`src/rtl/wbps_pkg.sv`:
```
package wbps_pkg;

	typedef enum logic [1:0] {
		FUNC_LOAD  = 2'd0,
		FUNC_START = 2'd1,
		FUNC_SCAN  = 2'd2
	} wbps_func_t;

	// one pattern entry
	typedef struct packed {
		logic       wild;
		logic [7:0] value;
	} wbps_pat_t;

	localparam int PAT_W = $bits(wbps_pat_t);

	// controls broadcast to every cell
	typedef struct packed {
		logic      scan;
		logic      clear;
		logic      cfg_we;
		wbps_pat_t ld_pat;
	} wbps_ctl_t;

	// slave tdata layout
	localparam int S_TDATA_W   = 80;
	localparam int S_IDX_LSB   = 0;
	localparam int S_IDX_W     = 6;
	localparam int S_BYTE_LSB  = 6;
	localparam int S_WILD_BIT  = 14;
	localparam int S_ADDR_LSB  = 15;
	localparam int S_RSTRT_BIT = 79;

	// master tdata layout
	localparam int M_TDATA_W   = 72;
	localparam int M_FOUND_BIT = 0;
	localparam int M_ADDR_LSB  = 1;
	localparam int ADDR_W      = 64;

	localparam int CFG_W = 7;

endpackage

```
`src/rtl/wbps_cell.sv`:
```
module wbps_cell import wbps_pkg::*; (
	input  logic       clk,
	input  logic       arst_n,
	input  wbps_ctl_t  ctl,
	input  logic [7:0] win_byte_in,
	input  logic       win_vld_in,
	input  logic       rev_we,
	input  logic       al_we,
	input  wbps_pat_t  al_cfg,
	input  logic       used,
	output logic [7:0] win_byte,
	output logic       win_vld,
	output wbps_pat_t  rev_pat,
	output logic       hit
);

	logic [7:0] win_byte_q;
	logic       win_vld_q;
	wbps_pat_t  rev_q;
	wbps_pat_t  al_q;

	always_ff @(posedge clk or negedge arst_n) begin
		if (!arst_n) begin
			win_vld_q <= 1'b0;
		end else if (ctl.clear) begin
			win_vld_q <= 1'b0;
		end else if (ctl.scan) begin
			win_vld_q <= win_vld_in;
		end
	end

	always_ff @(posedge clk) begin
		if (ctl.scan) begin
			win_byte_q <= win_byte_in;
		end
		if (rev_we) begin
			rev_q <= ctl.ld_pat;
		end
		// realign on a length write, else take a load aimed at this slot
		if (ctl.cfg_we) begin
			al_q <= al_cfg;
		end else if (al_we) begin
			al_q <= ctl.ld_pat;
		end
	end

	assign win_byte = win_byte_q;
	assign win_vld  = win_vld_q;
	assign rev_pat  = rev_q;
	assign hit      = !used || (win_vld_q && (al_q.wild || (win_byte_q == al_q.value)));

endmodule

```
`config.mk`:
```
export PLATFORM = sky130hd
export DESIGN_NAME = wbps_cell
export DESIGN_NICKNAME = d
export VERILOG_FILES = /design/src/rtl/wbps_pkg.sv /design/src/rtl/wbps_cell.sv
export SDC_FILE = /design/constraint.sdc
export NUM_CORES = 1
export LEC_CHECK = 0
export BUFFER_PORTS_ARGS = -buffer_cell sky130_fd_sc_hd__buf_4
export CORE_UTILIZATION = 40
export DETAILED_ROUTE_END_ITERATION = 8
export PLACE_DENSITY = 0.75
export SLEW_MARGIN = 20
export SYNTH_ARGS = -nofsm -noshare
export SYNTH_HDL_FRONTEND = slang
export SYNTH_SLANG_ARGS = --single-unit
```
`constraint.sdc`:
```
create_clock -name clk -period 1.7 [get_ports clk]
set_clock_uncertainty 0.15 [all_clocks]
set_input_delay 0.255 -clock clk [delete_from_list [all_inputs] [get_ports clk]]
set_output_delay 0.255 -clock clk [all_outputs]
set_load 0.05 [all_outputs]
```
==> run_results.csv <==
group,metric,value,unit
layout,n_antenna_cell,0,
critical_path,crit_arrival,1630,ps
timing,setup_violations,1,
layout,syn2layout_area_growth,65.4,%
clock_network,cts_sinks,27,
detailed_routing,vias_per_cell,4.57,
timing,slew_violations,0,
critical_path,required,1290,ps
synth,synth.avg_cell_area,19.4,um^2
timing,max_slew_margin,83.6,%
global_routing,antenna_found_initial,0,
layout,multiInputGateArea,248,um^2
place,dpl.hpwl,1610,um
detailed_routing,wl,2320,um
global_routing,overflow,0,
global_routing,grt_use_total,17.0,%
layout,drive_above_1_share,55.0,%
timing,tightest_slew,244,ps
run_status,status,"finished with violations",
place,numPortBuffers,53,
run_status,violations,"setup timing",
detailed_routing,drc,0,
critical_path,critPathLaunchType,"register",
floorplanning,rows,18,
critical_path,cp_max_fo,2,
place,place_congestion,0.638,
synth,yosysWarnings,0,
timing,whs,43.9,ps
layout,final-seq-area,806,um^2
layout,stdcell_count,161,
floorplanning,die_h,53.2,um
clock_network,h-tree-depth,1,
global_routing,grt_max_degree,15,
floorplanning,dieArea,0.00283,mm^2
clock_network,ctsLongestPathBuffers,2,
critical_path,criticalPathCategory,"register to output pin",
critical_path,path_cells,"xor2_1 > nor4_2 > a21oi_2 > a21oi_4 > buf_8",
clock_network,cts_tree,"yes",
synth,synth_nets,89,
timing,setup_slack,-334,ps
synth,yosys_register_bits,27,
hold_path,hold_path.class,"input port to register",
pwr,power.density,848,mW/mm^2
detailed_routing,firstDrtPassIters,4,
timing,final-hold-violation-count,0,
global_routing,first_global_vias,733,
flow_run,maxCapViolCount,0,
timing,totalNegativeSetupSlack,-334,ps
timing,rsz0062_at_grt,"yes",
timing,finalCriticalPeriod,2030,ps
layout,final_cell_mix,"buf_4, edfxtp_1, dlygate4sd3_1",
place,numPlacedInstances,136,
synth,yosysSeqAreaShare,76.9,%
timing,fmax,492,MHz
critical_path,end_kind,"output pin",
pwr,p_leak,0.724,nW
pwr,vdd_ir_drop_max,0.000634,V
clock_network,cts.clk_slew.worst_paths,140,ps
place,pre_cts_ws,-13.6,ps
layout,nNetsFinal,167,
clock_network,cts_buffers,3,
clock_network,insertion_delay,310,ps
detailed_routing,drtIter0Drc,21,
global_routing,grt_pass1_wl,3350,um
detailed_routing,post_drt_wl_per_cell,14.4,um
synth,netlist_area,0.00105,mm^2
timing,fin_crit_sh,120,%
floorplanning,initial_core_util,42.3,%
detailed_routing,ant_nets,0,
detailed_routing,via_count,735,
layout,final_common_cell,"buf_4",
floorplanning,core,0.00248,mm^2
clock_network,cts_root_buf,"clkbuf_4",
floorplanning,ioPinCount,54,
layout,fillCellCount,172,
synth,synthesis.instances,54,
floorplanning,dieWidth,53.2,um
pwr,power,1.47,mW
synth,synth_cell_type_count,12,
critical_path,crit_slowest_cell,"edfxtp_1",
critical_path,critical_path.max_stage_delay,440,ps
-- cells in the mapped netlist --
| cell | count | area share [%] |
|---|---|---|
| a21oi_1 | 2 | 0.96 |
| buf_2 | 1 | 0.48 |
| dfrtp_1 | 1 | 2.4 |
| edfxtp_1 | 26 | 75 |
| inv_1 | 1 | 0.36 |
| mux2_2 | 9 | 9.7 |
| mux2i_1 | 1 | 0.96 |
| nand2b_1 | 1 | 0.60 |
| nor2_1 | 1 | 0.36 |
| nor4_2 | 2 | 2.4 |
| or2_2 | 1 | 0.60 |
| xor2_1 | 8 | 6.7 |
-- area by class of cell --
class | count | area share (%)
Multi-Input combinational cell | 25 | 14.3
Sequential cell | 27 | 46.5
Tap cell | 30 | 2.17
Timing Repair Buffer | 74 | 35.3
Clock buffer | 4 | 1.52
Inverter | 1 | 0.217
-- worst max-delay path, delay by kind of cell (launching register included) --
kind,cells,cell delay [ps]
compound gates,2,260
xor+xnor,1,170
buf+inv,1,160
flops,1,440
simple gates,1,290
-- state kept, by name, summed over array words and instances (netlist names) --
register	cells
al_q	9
rev_pat	9
win_byte	8
win_vld	1
-- through the flow --
step	utilization (%)	cell area (um^2)
after detailed placement	60.1	1490
after global routing	69.9	1730
after CTS	69.4	1720
after floorplan	-	1060
final	69.9	1730
after global placement	60.1	1490
-- final timing paths --
check	from	to	slack, ps	depth (start not counted)
worst max-delay path	win_byte[0]	hit	-330	5
worst min-delay path	win_vld_in	win_vld	40	3
worst max register to register	win_vld	win_vld	840	2
worst min register to register	win_vld	win_vld	450	2
max in group asynchronous	arst_n	win_vld	1230	2
min in group asynchronous	arst_n	win_vld	90	2
-- report_power, final --
group          switching [mW]  internal (mW)
Combinational           0.208          0.169
Sequential             0.0285          0.796
Clock                   0.176         0.0915
Total                   0.412           1.06
-- logic make-up after synthesis --
family | Yosys count | synth area share [%]
flops | 27 | 76.9
mux | 10 | 10.6
xor+xnor | 8 | 6.69
simple gates | 5 | 3.94
compound gates | 2 | 0.956
buf+inv | 2 | 0.836
-- metal layers --
layer / track usage (%) / vias to the layer above / routed length, um
li1: - / 357 / -
met1: 21.9 / 345 / 981
met2: 30.6 / 31 / 1210
met3: 1.72 / 2 / 111
met4: 3.95 / 0 / 17
met5: 0 / - / 0
-- what timing repair did --
item,in CTS,in global routing
setup buffers,1,1
pin swaps,2,3
endpoints found under the hold margin,19,0
hold buffers,19,0
setup endpoints to repair,1,1
gates cloned,0,0
gates resized for setup,2,1
Note: power is estimated with default switching activity, not from simulation.
